==> config.mk <==
export PLATFORM = sky130hd
export DESIGN_NAME = sorted_priority_queue
export DESIGN_NICKNAME = d
export VERILOG_FILES = /design/src/design/spq_pkg.sv /design/src/design/spq_ram.sv /design/src/design/sorted_priority_queue.sv
export SDC_FILE = /design/constraint.sdc
export NUM_CORES = 1
export LEC_CHECK = 0
export BUFFER_PORTS_ARGS = -buffer_cell sky130_fd_sc_hd__buf_2
export CAP_MARGIN = 20
export CORE_UTILIZATION = 45
export CTS_CLUSTER_DIAMETER = 30
export DETAILED_ROUTE_END_ITERATION = 12
export SLEW_MARGIN = 20
export SYNTH_ARGS = -nofsm -noshare
export SYNTH_HDL_FRONTEND = slang
export SYNTH_SLANG_ARGS = --single-unit
==> constraint.sdc <==
create_clock -name clk -period 4 [get_ports clk]
set_clock_uncertainty 0.05 [all_clocks]
set_input_delay 0.4 -clock clk [delete_from_list [all_inputs] [get_ports clk]]
set_output_delay 0.4 -clock clk [all_outputs]
set_load 0.1 [all_outputs]
==> src/design/spq_pkg.sv <==
`timescale 1ns / 1ps
// Shared types, codes and defaults for the sorted priority queue.
package spq_pkg;

  // Default number of entries the queue can hold.
  localparam int unsigned SPQ_CAPACITY = 16;

  // Fixed field widths.
  localparam int unsigned OP_W    = 2;
  localparam int unsigned VALUE_W = 32;
  localparam int unsigned PRIO_W  = 8;
  localparam int unsigned STAT_W  = 2;
  localparam int unsigned COUNT_W = 5;

  // Operation codes.
  localparam logic [OP_W-1:0] OP_ENQUEUE = 2'd0;
  localparam logic [OP_W-1:0] OP_DEQUEUE = 2'd1;
  localparam logic [OP_W-1:0] OP_DELETE  = 2'd2;

  // Status codes.
  localparam logic [STAT_W-1:0] ST_OK       = 2'd0;
  localparam logic [STAT_W-1:0] ST_EMPTY    = 2'd1;
  localparam logic [STAT_W-1:0] ST_FULL     = 2'd2;
  localparam logic [STAT_W-1:0] ST_NOTFOUND = 2'd3;

  // One stored entry: priority above data.
  typedef struct packed {
    logic [PRIO_W-1:0]  prio;
    logic [VALUE_W-1:0] value;
  } entry_t;

  localparam int unsigned ENTRY_W = PRIO_W + VALUE_W;

  // Sequencer states.
  typedef enum logic [1:0] {
    S_IDLE,
    S_ENQ,
    S_PUT,
    S_REM
  } spq_state_t;

endpackage

==> src/design/spq_ram.sv <==
`timescale 1ns / 1ps
// Generic simple dual-port RAM with one write port and a registered read port.
module spq_ram #(
  parameter int unsigned WIDTH = 8,
  parameter int unsigned DEPTH = 16
) (
  input  logic                     clk,
  input  logic                     we,
  input  logic [$clog2(DEPTH)-1:0] waddr,
  input  logic [WIDTH-1:0]         wdata,
  input  logic [$clog2(DEPTH)-1:0] raddr,
  output logic [WIDTH-1:0]         rdata
);

  logic [WIDTH-1:0] mem [DEPTH];

  // Write port.
  always_ff @(posedge clk) begin
    if (we) begin
      mem[waddr] <= wdata;
    end
  end

  // Read data is registered and arrives in the cycle after the address.
  always_ff @(posedge clk) begin
    rdata <= mem[raddr];
  end

endmodule

==> src/design/sorted_priority_queue.sv <==
`timescale 1ns / 1ps
// Top level of the sorted priority queue: sequencer around one entry RAM.
//
// Usage. An operation beat is taken at a rising edge where start is high and
// busy is low: in_operation selects enqueue, dequeue or delete, in_item_value
// carries the data and in_item_priority the priority for an enqueue.
// Each operation gives exactly one result beat, shown for one cycle while
// out_valid is high: out_status, out_value_out and out_entry_count. The
// receiver cannot stall, so the result must be taken in that cycle.
// Entries are kept in one RAM, highest priority first, equal priorities in
// arrival order. Each operation walks the RAM one entry per cycle, reading
// an entry while the previous one is written back one place along.
// An enqueue walks from the back until it meets an entry of equal or higher
// priority; a dequeue or delete walks over every entry held. A rejected
// operation (full, empty) or an unknown code is answered in the cycle after
// it is accepted. busy is high until the result is issued, and the next
// operation may be accepted in the cycle that the result is shown. The RAM
// read latency and its single write port set the pace of one entry per
// cycle.
// Reset clears the entry count and the sequencer; stored entries are not
// cleared, as only entries below the count are ever read.
module sorted_priority_queue
  import spq_pkg::*;
#(
  parameter int unsigned CAPACITY = SPQ_CAPACITY
) (
  input  logic                      clk,
  input  logic                      rst_n,
  input  logic                      start,
  output logic                      busy,
  input  logic [OP_W-1:0]           in_operation,
  input  logic signed [VALUE_W-1:0] in_item_value,
  input  logic [PRIO_W-1:0]         in_item_priority,
  output logic                      out_valid,
  output logic [STAT_W-1:0]         out_status,
  output logic signed [VALUE_W-1:0] out_value_out,
  output logic [COUNT_W-1:0]        out_entry_count
);

  localparam int unsigned AW = $clog2(CAPACITY);
  localparam int unsigned CW = $clog2(CAPACITY + 1);
  localparam logic [CW-1:0] CAP_CNT = CW'(CAPACITY);

  // Control and payload registers.
  spq_state_t          state_r, state_nxt;
  logic [CW-1:0]       occ_r, occ_nxt;
  logic [AW-1:0]       idx_r, idx_nxt;
  logic                found_r, found_nxt;
  logic [OP_W-1:0]     op_r, op_nxt;
  logic [VALUE_W-1:0]  val_r, val_nxt;
  logic [PRIO_W-1:0]   prio_r, prio_nxt;
  logic [VALUE_W-1:0]  res_val_r, res_val_nxt;
  logic                out_valid_r, out_valid_nxt;
  logic [STAT_W-1:0]   out_status_r, out_status_nxt;
  logic [VALUE_W-1:0]  out_value_r, out_value_nxt;
  logic [COUNT_W-1:0]  out_count_r, out_count_nxt;

  // RAM port signals.
  logic                ram_we;
  logic [AW-1:0]       ram_waddr;
  entry_t              ram_wdata;
  logic [AW-1:0]       ram_raddr;
  logic [ENTRY_W-1:0]  ram_rdata_raw;
  entry_t              ram_rdata;

  // Decode helpers.
  logic                take;
  logic                is_last;
  logic                hit;
  entry_t              new_entry;
  logic [CW+COUNT_W-1:0] count_ext;

  assign take      = start && (state_r == S_IDLE);
  assign ram_rdata = entry_t'(ram_rdata_raw);
  assign new_entry = '{prio: prio_r, value: val_r};
  assign is_last   = ((CW'(idx_r) + CW'(1)) == occ_r);
  assign hit       = !found_r &&
                     (((op_r == OP_DEQUEUE) && (idx_r == '0)) ||
                      ((op_r == OP_DELETE) && (ram_rdata.value == val_r)));

  // Entry store.
  spq_ram #(
    .WIDTH (ENTRY_W),
    .DEPTH (CAPACITY)
  ) u_entries (
    .clk   (clk),
    .we    (ram_we),
    .waddr (ram_waddr),
    .wdata (ram_wdata),
    .raddr (ram_raddr),
    .rdata (ram_rdata_raw)
  );

  // Next state of the sequencer.
  always_comb begin
    state_nxt = state_r;
    case (state_r)
      S_IDLE: begin
        if (take) begin
          case (in_operation)
            OP_ENQUEUE: begin
              if (occ_r == CAP_CNT) begin
                state_nxt = S_IDLE;
              end else if (occ_r == '0) begin
                state_nxt = S_PUT;
              end else begin
                state_nxt = S_ENQ;
              end
            end
            OP_DEQUEUE, OP_DELETE: begin
              if (occ_r != '0) begin
                state_nxt = S_REM;
              end
            end
            default: state_nxt = S_IDLE;
          endcase
        end
      end
      S_ENQ: begin
        if (ram_rdata.prio >= prio_r) begin
          state_nxt = S_IDLE;
        end else if (idx_r == '0) begin
          state_nxt = S_PUT;
        end
      end
      S_PUT: state_nxt = S_IDLE;
      S_REM: begin
        if (is_last) begin
          state_nxt = S_IDLE;
        end
      end
      default: state_nxt = S_IDLE;
    endcase
  end

  // Datapath, RAM controls and result of each state.
  always_comb begin
    occ_nxt        = occ_r;
    idx_nxt        = idx_r;
    found_nxt      = found_r;
    op_nxt         = op_r;
    val_nxt        = val_r;
    prio_nxt       = prio_r;
    res_val_nxt    = res_val_r;
    out_valid_nxt  = 1'b0;
    out_status_nxt = out_status_r;
    out_value_nxt  = out_value_r;
    ram_we         = 1'b0;
    ram_waddr      = idx_r;
    ram_wdata      = new_entry;
    ram_raddr      = idx_r;
    case (state_r)
      S_IDLE: begin
        if (take) begin
          op_nxt        = in_operation;
          val_nxt       = in_item_value;
          prio_nxt      = in_item_priority;
          found_nxt     = 1'b0;
          res_val_nxt   = '0;
          out_value_nxt = '0;
          case (in_operation)
            OP_ENQUEUE: begin
              if (occ_r == CAP_CNT) begin
                out_valid_nxt  = 1'b1;
                out_status_nxt = ST_FULL;
              end else if (occ_r == '0) begin
                idx_nxt = '0;
              end else begin
                // Walk from the back of the queue towards the front.
                idx_nxt   = AW'(occ_r - CW'(1));
                ram_raddr = AW'(occ_r - CW'(1));
              end
            end
            OP_DEQUEUE, OP_DELETE: begin
              if (occ_r == '0) begin
                out_valid_nxt  = 1'b1;
                out_status_nxt = ST_EMPTY;
              end else begin
                idx_nxt   = '0;
                ram_raddr = '0;
              end
            end
            default: begin
              out_valid_nxt  = 1'b1;
              out_status_nxt = ST_OK;
            end
          endcase
        end
      end
      S_ENQ: begin
        // Stop behind an entry of equal or higher priority, else move it back.
        ram_we    = 1'b1;
        ram_waddr = idx_r + AW'(1);
        if (ram_rdata.prio >= prio_r) begin
          ram_wdata      = new_entry;
          occ_nxt        = occ_r + CW'(1);
          out_valid_nxt  = 1'b1;
          out_status_nxt = ST_OK;
          out_value_nxt  = '0;
        end else begin
          ram_wdata = ram_rdata;
          if (idx_r != '0) begin
            idx_nxt   = idx_r - AW'(1);
            ram_raddr = idx_r - AW'(1);
          end
        end
      end
      S_PUT: begin
        // New entry goes to the front, or into an empty queue.
        ram_we         = 1'b1;
        ram_waddr      = idx_r;
        ram_wdata      = new_entry;
        occ_nxt        = occ_r + CW'(1);
        out_valid_nxt  = 1'b1;
        out_status_nxt = ST_OK;
        out_value_nxt  = '0;
      end
      S_REM: begin
        // Find the entry to remove, then close the gap behind it.
        found_nxt = found_r || hit;
        if (hit && (op_r == OP_DEQUEUE)) begin
          res_val_nxt = ram_rdata.value;
        end
        if (found_r) begin
          ram_we    = 1'b1;
          ram_waddr = idx_r - AW'(1);
          ram_wdata = ram_rdata;
        end
        if (is_last) begin
          out_valid_nxt = 1'b1;
          if (found_r || hit) begin
            occ_nxt        = occ_r - CW'(1);
            out_status_nxt = ST_OK;
            out_value_nxt  = (hit && (op_r == OP_DEQUEUE)) ? ram_rdata.value : res_val_r;
          end else begin
            out_status_nxt = ST_NOTFOUND;
            out_value_nxt  = '0;
          end
        end else begin
          idx_nxt   = idx_r + AW'(1);
          ram_raddr = idx_r + AW'(1);
        end
      end
      default: begin
        out_valid_nxt = 1'b0;
      end
    endcase
  end

  // The reported count is the occupancy after the operation, five bits wide.
  assign count_ext     = {{COUNT_W{1'b0}}, occ_nxt};
  assign out_count_nxt = count_ext[COUNT_W-1:0];

  // Control registers.
  always_ff @(posedge clk) begin
    if (!rst_n) begin
      state_r     <= S_IDLE;
      occ_r       <= '0;
      out_valid_r <= 1'b0;
    end else begin
      state_r     <= state_nxt;
      occ_r       <= occ_nxt;
      out_valid_r <= out_valid_nxt;
    end
  end

  // Payload registers.
  always_ff @(posedge clk) begin
    idx_r        <= idx_nxt;
    found_r      <= found_nxt;
    op_r         <= op_nxt;
    val_r        <= val_nxt;
    prio_r       <= prio_nxt;
    res_val_r    <= res_val_nxt;
    out_status_r <= out_status_nxt;
    out_value_r  <= out_value_nxt;
    out_count_r  <= out_count_nxt;
  end

  assign busy            = (state_r != S_IDLE);
  assign out_valid       = out_valid_r;
  assign out_status      = out_status_r;
  assign out_value_out   = out_value_r;
  assign out_entry_count = out_count_r;

  // A result beat is only issued once the sequencer is back at rest.
  a_result_when_idle: assert property (@(posedge clk) disable iff (!rst_n)
    out_valid_r |-> (state_r == S_IDLE))
    else $error("result beat issued while the sequencer is busy");

  // The occupancy never exceeds the capacity.
  a_occ_bound: assert property (@(posedge clk) disable iff (!rst_n)
    occ_r <= CAP_CNT)
    else $error("occupancy beyond capacity");

  // An accepted operation either answers at once or keeps the block busy.
  a_take_progress: assert property (@(posedge clk) disable iff (!rst_n)
    take |=> (out_valid_r || busy))
    else $error("accepted operation produced neither result nor busy");

  // A dropped enqueue is only reported on a full queue, which stays full.
  a_full_drop: assert property (@(posedge clk) disable iff (!rst_n)
    (out_valid_r && (out_status_r == ST_FULL)) |-> (occ_r == CAP_CNT))
    else $error("full status reported on a queue with room");

  // Entries only move while the sequencer walks the RAM.
  a_no_idle_write: assert property (@(posedge clk) disable iff (!rst_n)
    (state_r == S_IDLE) |-> !ram_we)
    else $error("RAM written while idle");

endmodule

# After elaboration in Yosys (flattened, before gate mapping)
# Memory sizes are Yosys's and may differ from the RTL's. A register that Yosys moved wholly into a read port is not among the register bits.
# Cells that the tools add are included.
# classes
n_eq_ne,19
n_mux,60
n_addsub,5
n_reduce_logical,25
magnitude_cmp,1
# ops
cell,n
$mux W32,5
$pmux W32 S4,1
$mux W40,2
$pmux W40 S2,1
$pmux W32 S2,1
$mux W4,11
$eq A32 B32 Y1,1
$mux W2,13
$pmux W4 S2,3
$pmux W4 S3,2
$pmux W2 S4,2
$mux W5,3
$ne A3 B3 Y1 const B,5
$pmux W5 S3,1
$mux W1,9
$eq A2 B2 Y1 const B,4
$ge A8 B8 Y1,1
$pmux W2 S2,2
$reduce_and A4 Y1,2
$eq A2 B1 Y1 const B,3
$ne A2 B2 Y1 const B,3
$pmux W1 S2,3
$add A4 B1 Y5 const B,1
$add A5 B1 Y5 const B,1
21 further kinds,30
# totals
out_inout_bits,41
wordCells,123
ff_bits,126
inputBits,45
mem_bits_rw,640
memories,1
# mem_list
name,words,word_bits,rd,rd_ports_with_merged_regs,write_ports,line,rtl
u_entries.mem,16,40,1,1,1,spq_ram.sv:15,logic [WIDTH-1:0] mem [DEPTH];

# Logic depth before layout (Yosys ltp)
# Gate-level depths: netlist of run 1.
# depth
word_depth,9
depth_mapped,18
depth_no_buf,11

# Cells and area by module
# Synthesis of run 1 repeated with hierarchy kept, for this count alone.
# unflattened
cells_unflattened,1642
area_unflattened_um2,31891.8
# modules_own_cells
module,cells_per_inst,seq_area_each_um2,instances,area_per_inst_um2
spq_ram,1040,20019.2,1,25131.6
sorted_priority_queue,602,3653.5,1,6760.2

# Worst setup path before layout of run 1
# Ideal clock, no wire load.
# synth_timing
path_type,reg2reg
from,register idx_r[1]
to,"memory u_entries.mem[0][0] (netlist bit), enable pin"
path_slack_ns,-0.361
path_stages_with_launch,10
t_arrival_ns,3.874
setup_ns,0.437
path_buffers,3
synth_period_minus_slack_ns,4.361
cell_sequence,edfxtp_1 clkbuf_1 clkbuf_1 clkbuf_1 inv_1 ha_1 nand2_1 o31ai_1 or3_1 nor2_1
# synth_via
elab_chain_cells,3
word_cells_on_any_way,4
# synth_rtl
element,line,rtl
"start, declared",sorted_priority_queue.sv:47,"logic [AW-1:0] idx_r, idx_nxt;"
"start signal, assigned",sorted_priority_queue.sv:269,idx_r <= idx_nxt;
$sub A4 B1 Y4,sorted_priority_queue.sv:226,ram_waddr = idx_r - AW'(1);
$mux W4,sorted_priority_queue.sv:224,if (found_r) begin
$pmux W4 S2 *,sorted_priority_queue.sv:152,case (state_r)
"end, declared",spq_ram.sv:15,
# Every way passes the cells marked *; elsewhere a longest branch is shown, timed or not.

# Worst setup path after layout of run 1
# layout_timing
from,register idx_r[0]
to,"register u_entries.rdata[26], read port of u_entries.mem"
# layout_via
elab_chain_cells,5
word_cells_on_any_way,14
# layout_rtl
element,line,rtl
branches (longest 4 deep; another with $add A4 B1 Y5),--,
$pmux W4 S3 *,sorted_priority_queue.sv:152,
"end, declared",spq_ram.sv:12,output logic [WIDTH-1:0] rdata
# Every way passes the cells marked *.
# A chain may end at the register's enable or synchronous reset.

==> summary.txt, run 1 <==
status -> finished, final reports clean
Worst path slowest cell -> edfxtp_1
Num CTS Buffers -> 154
Worst Hold Path EP -> idx_r[0]
synth warn -> 0
cell taking the most area after synthesis -> edfxtp_1
register area share after synthesis -> 70.4%
via count -> 20,700
Core Util, Final -> 57.1%
met3 Usage GRT -> 4.94%
Die Ht -> 275 um
post-route ant nets -> 0
Power Density -> 922 nW/um^2
GR Layer Usage met2 -> 37.5%
drt wl/cell -> 25.6 um
Rows -> 99
maximum buffer depth of the clock tree -> 3
CP bufs+invs -> 3
antenna violations before repair -> 4
post-synthesis adder-cell area fraction -> 0.744%
CORE AREA -> 73,500 um^2
Worst-path clk slew -> 50 ps
CTS Sinks -> 806
Mapped Cells -> 2,195
Setup TNS -> 0 ps
crit end category -> register
endpoints failing setup -> 0
WP data required -> 4540 ps
post-synthesis compound-gate area fraction -> 12.1%
Max Cap Violations -> 0
R2R depth -> 13
final hold vios -> 0
Hold Path Class -> input pin to register
leak pwr -> 0.0146 uW
share of the synthesized area in the top cell type -> 67.2%
Global Route Usage Sum -> 23.9%
post-synthesis net count -> 2,260
CP max stage delay -> 410 ps
worst hold slack -> 247 ps
flop2flop setup slack -> 210 ps
vias in the first global route -> 20,600
Vias/cell -> 5.91
prevailing post-synth register cell -> edfxtp_1
port bufs -> 85
Mapped Area -> 33,600 um^2
clk root buf -> clkbuf_16
Chip Width -> 275 um
post-synthesis xor/xnor area fraction -> 1.08%
Hold Startpoint -> start
Top Usage Layer GRT -> met2
Worst R2R Start -> idx_r[0]
Crit Path Max Fanout -> 25
Final min period -> 3790 ps
Starting Density -> 45.8%
CP startpoint kind -> register
total gr overflow -> 0
n_diodes -> 0
Max IR drop VDD -> 0.799 mV
DP Worst Slack -> 200 ps
RSZ-0062 raised after global routing -> no
Avg Cell Area, Syn -> 15.3 um^2
Worst-Margin Slew -> 1100 ps
critical path cell sequence -> inv_1, ha_1, xor2_1, a211o_1, a211oi_4, mux2_4, a41oi_4, o21a_4, buf_12, buf_12, mux2_2, o211ai_1, o2111ai_1
DRT Pass-1 Iters -> 6
Synth Register Bits -> 806
mux contribution to synthesized area -> 8.89%
Post-synth EDFFs -> 753
Async S/R FF share, synth -> 0%
Nets -> 2,471
main combinational cell family by area after synthesis -> compound AO/OA/AOI/OAI gates
Routed WL -> 89,500 um
setup bufs post-CTS -> 0
met1 usage -> 33.3%
CTS H-tree lvls -> 4
DRC -> 0
Ports -> 86
Slew HR -> 26.9%
Area contributors post-synth -> edfxtp_1, o211ai_1, mux2_2
most used cell, CP -> buf_12
Fmax -> 0.264 GHz
CP top delay family -> compound AO/OA/AOI/OAI gates
Worst Slack Setup Final -> 212 ps
CTS tree -> done
kind of critical path -> register to register
layout cell share with drive strength beyond 1 -> 23.2%
post-synth cell types -> 69
critical path arrival -> 4330 ps
first-pass GRT wire length -> 132,000 um
routability cong. -> 0.853
largest net degree at the start of global routing -> 121
Tcrit/Tclk final -> 94.7%
area delta synth->final -> 24.7%
drt first-iter violations -> 2,163
Die ar. -> 75,800 um^2
fin. max-slew vios -> 0
Clk Latency, worst-skew pair -> 730 ps
Cells on Worst Hold Path -> 3
Critical R2R Capture -> u_entries.rdata[26]
Detailed Place HPWL -> 46,500 um
Synth Area in Simple Gates -> 3.02%
state kept, by name, summed over array words and instances, names as in the netlist:
| name | count |
|---|---|
| val_r | 32 |
| prio_r | 8 |
| state_r | 2 |
| res_val_r | 32 |
| u_entries.mem | 640 |
| occ_r | 5 |
| found_r | 1 |
| out_valid | 1 |
| out_value_out | 32 |
| u_entries.rdata | 40 |
| out_status | 2 |
| op_r | 2 |
| out_entry_count | 5 |
| idx_r | 4 |
cell usage after synthesis (5+ instances only):
master,number
xor2_1,31
and2_1,7
o21ai_0,10
buf_1,7
o21ai_1,5
nor4_1,8
nand4_1,7
o211ai_1,363
a21o_1,6
mux2_1,42
nand3_1,13
nand2_1,32
nor3_1,43
mux2_2,118
buf_2,29
o2111ai_1,41
mux2i_1,115
nor2_1,70
buf_6,12
dfxtp_1,53
a21oi_1,21
ha_1,20
nand2b_1,7
o21a_1,5
inv_1,144
edfxtp_1,753
xnor2_1,8
a22o_1,42
clkbuf_1,112
worst max path at each step:
stage	startpoint	endpoint	slack (ps)	cells after the start
4_1_cts	idx_r[0]	u_entries.rdata[26]	140	12
2_1_floorplan	idx_r[1]	u_entries.mem[0][0]	-90	9
3_3_place_gp	idx_r[0]	u_entries.rdata[7]	270	11
3_5_place_dp	idx_r[0]	u_entries.rdata[12]	200	12
5_1_grt	idx_r[0]	u_entries.rdata[26]	40	12
6_report	idx_r[0]	u_entries.rdata[26]	210	13
kinds of logic after synthesis:
| kind of cell | after synthesis |
|---|---|
| buffers and inverters | 307 |
| DFF | 806 |
| muxes | 277 |
| AOI/OAI and AO/OA | 533 |
| adders and majority gates | 20 |
| and+or+nand+nor | 212 |
| xor gates and xnor gates | 40 |
routing by layer:
layer / part of all wire [%] / up-vias
met5: 0 / -
li1: - / 9158
met2: 47 / 852
met4: 2.2 / 0
met3: 7.6 / 150
met1: 43 / 10500
stage by stage:
| step | cell area, um^2 | power (uW) | cells |
|---|---|---|---|
| global route | 41900 | 40200 | 3498 |
| global placement | 35900 | 24900 | 3165 |
| CTS | 41900 | 38800 | 3498 |
| floorplan | 33600 | 20700 | 2195 |
| finish | 41900 | 38700 | 3498 |
| detailed placement | 35900 | 25100 | 3165 |
final cells by class:
type	instances	area, um^2
fillers	5627	31500
inverters	147	552
well taps	959	1200
repair buffers	215	2060
clock buffers	182	4100
multi-input cells	1082	8880
flip-flops and latches	806	23700
clock inverters	107	1480
layout by cell type, fill, tap and decap left out, types with 7 or more instances in the layout:
cell | netlist | final
a21oi_1 | 21 | 21
dlygate4sd3_1 | 0 | 44
nor2_1 | 70 | 53
o21ai_0 | 10 | 10
bufinv_16 | 0 | 24
clkinv_1 | 2 | 13
buf_2 | 29 | 85
nor2_4 | 0 | 16
nand2_1 | 32 | 31
clkbuf_8 | 0 | 8
o2111ai_1 | 41 | 41
clkbuf_1 | 112 | 17
mux2i_1 | 115 | 115
nand4_1 | 7 | 7
xnor2_1 | 8 | 8
nor4_1 | 8 | 8
clkinv_2 | 0 | 12
ha_1 | 20 | 19
nor3_1 | 43 | 43
inv_6 | 0 | 20
nand3_1 | 13 | 12
xor2_1 | 31 | 31
buf_4 | 0 | 42
mux2_1 | 42 | 42
clkinvlp_4 | 0 | 15
inv_1 | 144 | 144
mux2_2 | 118 | 118
clkinv_4 | 0 | 8
a22o_1 | 42 | 42
edfxtp_1 | 753 | 753
dfxtp_1 | 53 | 53
o211ai_1 | 363 | 363
buf_12 | 0 | 44
clkbuf_16 | 0 | 157
worst register-to-register path, cell delays in order (launching register included):
cell and delay, ps:
edfxtp_1 410, inv_1 100, ha_1 390, xor2_1 180, a211o_1 290, a211oi_4 270, mux2_4 360, a41oi_4 220
o21a_4 260, buf_12 170, buf_12 200, mux2_2 360, o211ai_1 240, o2111ai_1 150
power by group:
group | switching (uW) | leakage (uW) | internal [uW] | total, uW
clock | 4590 | 0.00268 | 9020 | 13600
combinational | 8660 | 0.00459 | 4550 | 13200
sequential | 718 | 0.00734 | 11100 | 11800
total | 14000 | 0.0146 | 24700 | 38700
repair_timing:
action                                  CTS  global route
endpoints found under the hold margin    50             0
hold buffers                             44             0
gates resized for setup                   0             1
endpoints found under the setup margin    0             3
(Power assumes the default switching activity.)
==> inputs of run 2 (changes only) <==
PLACE_DENSITY = 0.67   (was unset)
==> run 2 against run 1 <==
Net effect: clock power down 7%; setup slack got worse by 49 ps; critical path depth down 1; maximum frequency decreased by 1.3%; wire length down 2.9%; first-iteration DRC count decreased by 9.8%; die area unchanged; cell count is 0.46% lower.
==> summary.txt, run 2 (synthesized netlist as in run 1, its figures left out) <==
CTS Sinks -> 806
Clk Latency, worst-skew pair -> 740 ps
Chip Width -> 275 um
Tcrit/Tclk final -> 95.9%
crit end category -> register
CTS H-tree lvls -> 4
Slew HR -> 33.3%
total gr overflow -> 0
DP Worst Slack -> 46.8 ps
critical path arrival -> 4380 ps
worst hold slack -> 75.7 ps
Max Cap Violations -> 0
via count -> 20,600
first-pass GRT wire length -> 130,000 um
vias in the first global route -> 20,800
kind of critical path -> register to register
Die ar. -> 75,800 um^2
post-route ant nets -> 0
routability cong. -> 0.851
antenna violations before repair -> 1
Vias/cell -> 5.92
most used cell, CP -> buf_12
Detailed Place HPWL -> 45,800 um
CP top delay family -> compound AO/OA/AOI/OAI gates
n_diodes -> 0
clk root buf -> clkbuf_16
Critical R2R Capture -> u_entries.rdata[20]
Global Route Usage Sum -> 23.1%
Biggest register -> u_entries.mem
area delta synth->final -> 23.1%
CP bufs+invs -> 2
Crit Path Max Fanout -> 24
RSZ-0062 raised after global routing -> no
leak pwr -> 0.0144 uW
maximum buffer depth of the clock tree -> 3
Rows -> 99
status -> finished, final reports clean
Levels on crit path -> 12
CORE AREA -> 73,500 um^2
Routed met1 length -> 37,400 um
Die Ht -> 275 um
Routed met2 length -> 40,600 um
setup bufs post-CTS -> 0
most frequent cells in the layout -> edfxtp_1, o211ai_1, clkbuf_16
critical path cell sequence -> ha_2, and3_1, a2111o_1, a211oi_4, mux2_4, a41oi_4, o21a_4, buf_12, buf_12, mux2_1, o211ai_1, o2111ai_1
flop2flop setup slack -> 160 ps
Ports -> 86
Worst R2R Start -> idx_r[0]
Worst-Margin Slew -> 1000 ps
CTS tree -> done
Worst path slowest cell -> edfxtp_1
Routed WL -> 86,900 um
final hold vios -> 0
CP Capture Point -> u_entries.rdata[20]
Num CTS Buffers -> 145
layout cell share with drive strength beyond 1 -> 22.4%
Power Density -> 906 nW/um^2
CP max stage delay -> 490 ps
drt first-iter violations -> 1,950
commonest non-fill, non-tap cell in the layout -> edfxtp_1
Starting Density -> 45.8%
Fmax -> 0.261 GHz
CP startpoint -> idx_r[0]
R2R depth -> 12
endpoints failing setup -> 0
port bufs -> 85
Layout fillers -> 5,660
Max IR drop VDD -> 0.821 mV
DRT Pass-1 Iters -> 8
Top Metal Used -> met4
drt wl/cell -> 25.0 um
Hold Path Class -> input pin to register
CP startpoint kind -> register
Met3 Wirelength -> 7050 um
Worst-path clk slew -> 50 ps
DRC -> 0
Final min period -> 3840 ps
number of flip-flops in the largest register -> 640
Nets -> 2,464
fin. max-slew vios -> 0
biggest regs -> u_entries.mem (640), u_entries.rdata (40)
Worst Slack Setup Final -> 163 ps
WP data required -> 4540 ps
largest net degree at the start of global routing -> 121
## run 2: cell count changes in the layout (fill, tap and decap cells not counted), moves of 3 or more
cell	delta
buf_12	-11
buf_4	+11
bufinv_16	-5
clkbuf_1	+4
clkbuf_16	-11
clkinv_1	+3
clkinv_2	+8
clkinvlp_4	-7
inv_6	-9
## run 2: worst min-delay path by stage
stage	endpoint	start	depth (start not counted)	slack [ps]
after floorplan	state_r[0]	state_r[0]	2	410
after global placement	state_r[0]	state_r[0]	2	430
after detailed placement	state_r[0]	state_r[0]	2	460
after CTS	out_valid	start	5	60
after global routing	out_valid	start	5	100
final	out_valid	start	5	80
## run 2: area by class of cell
class | count | area [um^2] | share of cell area (%)
timing repair buffer | 217 | 1970 | 4.75
multi-input combinational | 1082 | 8880 | 21.4
clock buffer | 173 | 3810 | 9.22
tap | 959 | 1200 | 2.90
clock inverter | 98 | 1310 | 3.17
inverter | 147 | 552 | 1.33
sequential | 806 | 23700 | 57.2
## run 2: power breakdown
| group | switching (uW) | internal [uW] | total, uW | leakage, uW |
|---|---|---|---|---|
| registers | 734 | 11100 | 11800 | 0.00734 |
| logic | 8590 | 4520 | 13100 | 0.00457 |
| clock network | 4390 | 8170 | 12600 | 0.00247 |
## run 2: stage by stage
stage / util [%] / area [um^2] / instances / TNS, ps / total power, uW
finish: 56.4 / 41400 / 3482 / 0 / 37500
global placement: 48.8 / 35800 / 3168 / 0 / 24600
floorplan: - / 33600 / 2195 / -42190 / 20700
CTS: 56.3 / 41400 / 3482 / 0 / 37600
global route: 56.4 / 41400 / 3482 / 0 / 38900
detailed placement: 48.8 / 35800 / 3168 / 0 / 24900
## run 2: what timing repair did
action / in CTS / in global routing
gates resized for setup: 0 / 6
hold buffers: 43 / 0
endpoints found under the hold margin: 50 / 0
setup endpoints to repair: 0 / 30
## run 2: worst register-to-register path: cells and delay by family, from the launching register on
family / cells / cell delay [ps]
AO/OA/AOI/OAI: 6 / 1580
multiplexers: 2 / 700
flip-flops: 1 / 490
buffers and inverters: 2 / 460
adder cells (fa/ha/maj): 1 / 250
AND/OR/NAND/NOR: 1 / 190
## run 2: routing by layer
layer	track usage (%)	vias to the layer above
li1	-	9124
met3	4.75	168
met5	0	-
met1	32.1	10400
met4	8.05	0
met2	36.2	896
==> inputs of run 3 (changes only) <==
CELL_PAD_IN_SITES_DETAIL_PLACEMENT = 1   (was unset)
CELL_PAD_IN_SITES_GLOBAL_PLACEMENT = 2   (was unset)
CORE_MARGIN = 4   (was unset)
CORE_UTILIZATION = 42   (was 45)
GPL_ROUTABILITY_DRIVEN = 1   (was unset)
PLACE_DENSITY = 0.8   (was 0.67)
==> run 3 against run 2 <==
Net effect: sequential cell count stayed put; via count grew 2.6%; register-to-register slack got worse by 20 ps; combinational power increased by 5%.
==> summary.txt, run 3 (synthesized netlist as in run 1, its figures left out) <==
via count -> 21,100
CTS tree -> done
crit end category -> register
Vias/cell -> 5.88
first-pass GRT wire length -> 146,000 um
number of flip-flops in the largest register -> 640
commonest non-fill, non-tap cell in the layout -> edfxtp_1
Tcrit/Tclk final -> 96.5%
Ports -> 86
Slew HR -> 37.7%
Max IR drop VDD -> 0.659 mV
Biggest register -> u_entries.mem
DRT Pass-1 Iters -> 5
kind of critical path -> register to register
Routed met2 length -> 46,900 um
Fmax -> 0.259 GHz
critical path arrival -> 4400 ps
port bufs -> 85
Nets -> 2,481
final hold vios -> 0
fin. max-slew vios -> 0
CP startpoint kind -> register
Worst-Margin Slew -> 935 ps
Global Route Usage Sum -> 22.9%
Num CTS Buffers -> 155
placed insts -> 3,262
routability cong. -> 0.809
post-route non-filler standard cell count -> 3,593
overall power -> 38,900 uW
CORE AREA -> 79,100 um^2
largest net degree at the start of global routing -> 121
WP data required -> 4540 ps
Hold Startpoint -> start
Die ar. -> 84,700 um^2
Rows -> 103
DRC -> 0
Max Cap Violations -> 0
post-route ant nets -> 0
Power Density -> 928 nW/um^2
Hold Path Class -> input pin to register
Worst-path clk slew -> 50 ps
Crit Path Max Fanout -> 32
maximum buffer depth of the clock tree -> 3
Top Metal Used -> met4
biggest regs -> u_entries.mem (640), u_entries.rdata (40)
Final min period -> 3860 ps
Starting Density -> 42.5%
post-route cell area -> 41,900 um^2
status -> finished, final reports clean
layout cell share with drive strength beyond 1 -> 23.0%
CTS H-tree lvls -> 4
Routed WL -> 98,700 um
total gr overflow -> 0
clk root buf -> clkbuf_16
endpoints failing setup -> 0
most frequent cells in the layout -> edfxtp_1, o211ai_1, clkbuf_16
area delta synth->final -> 24.6%
antenna violations before repair -> 2
dpl cell area -> 36,000 um^2
Die Ht -> 291 um
drt wl/cell -> 27.5 um
Clk Latency, worst-skew pair -> 730 ps
CTS Sinks -> 806
vias in the first global route -> 22,600
Routed met1 length -> 41,000 um
Met3 Wirelength -> 7990 um
CP startpoint -> idx_r[1]
Detailed Place HPWL -> 51,900 um
drt first-iter violations -> 1,784
leak pwr -> 0.0146 uW
n_diodes -> 0
Setup TNS -> 0 ps
Worst R2R Start -> idx_r[1]
Chip Width -> 291 um
## run 3: path summary, 6_finish.rpt
path | to | slack (ps) | cells past startpoint
setup / recovery | u_entries.rdata[18] | 140 | 12
hold reg to reg | state_r[0] | 480 | 2
hold / removal | out_valid | 90 | 5
setup reg to reg | u_entries.rdata[18] | 140 | 12
## run 3: repair_timing
action / in CTS / in global routing
hold endpoints to repair: 50 / 0
hold buffers: 43 / 0
endpoints found under the setup margin: 0 / 38
buffers inserted: 0 / 4
gates resized for setup: 0 / 4
## run 3: power by group
part / switching [uW] / total [uW] / internal, uW
clock network: 4520 / 13200 / 8710
logic: 9170 / 13800 / 4650
registers: 696 / 11800 / 11100
total: 14400 / 38900 / 24500
## run 3: layout make-up
type | count | area, um^2
fill | 7427 | 37200
sequential | 806 | 23700
multi-input combinational | 1082 | 8890
clock buffer | 184 | 4050
timing repair buffer | 224 | 2100
clock inverter | 100 | 1320
tap | 1050 | 1310
inverter | 147 | 552
## run 3: per-stage QoR
step	utilization [%]	setup WS [ps]	hold WS (ps)
after CTS	52.9	38.7	39.0
after global placement	45.5	232	435
final	52.9	141	86.1
after global routing	52.9	-4.24	115
after floorplan	-	-89.8	412
after detailed placement	45.5	147	453
## run 3: layer usage
| metal | vias to the layer above | global-route usage (%) |
|---|---|---|
| met5 | - | 0 |
| met3 | 198 | 5.49 |
| met4 | 0 | 8.78 |
| met1 | 10900 | 30.6 |
| li1 | 9161 | - |
| met2 | 903 | 36.5 |
## run 3: critical path, stage by stage (launching register included)
cell       delay [ps]
edfxtp_1          460
ha_1              240
and3_1            180
a2111o_1          440
a211oi_4          290
mux2_4            350
a41oi_4           230
o21a_4            250
buf_12            220
buf_12            240
mux2_2            360
o211ai_1          240
o2111ai_1         140
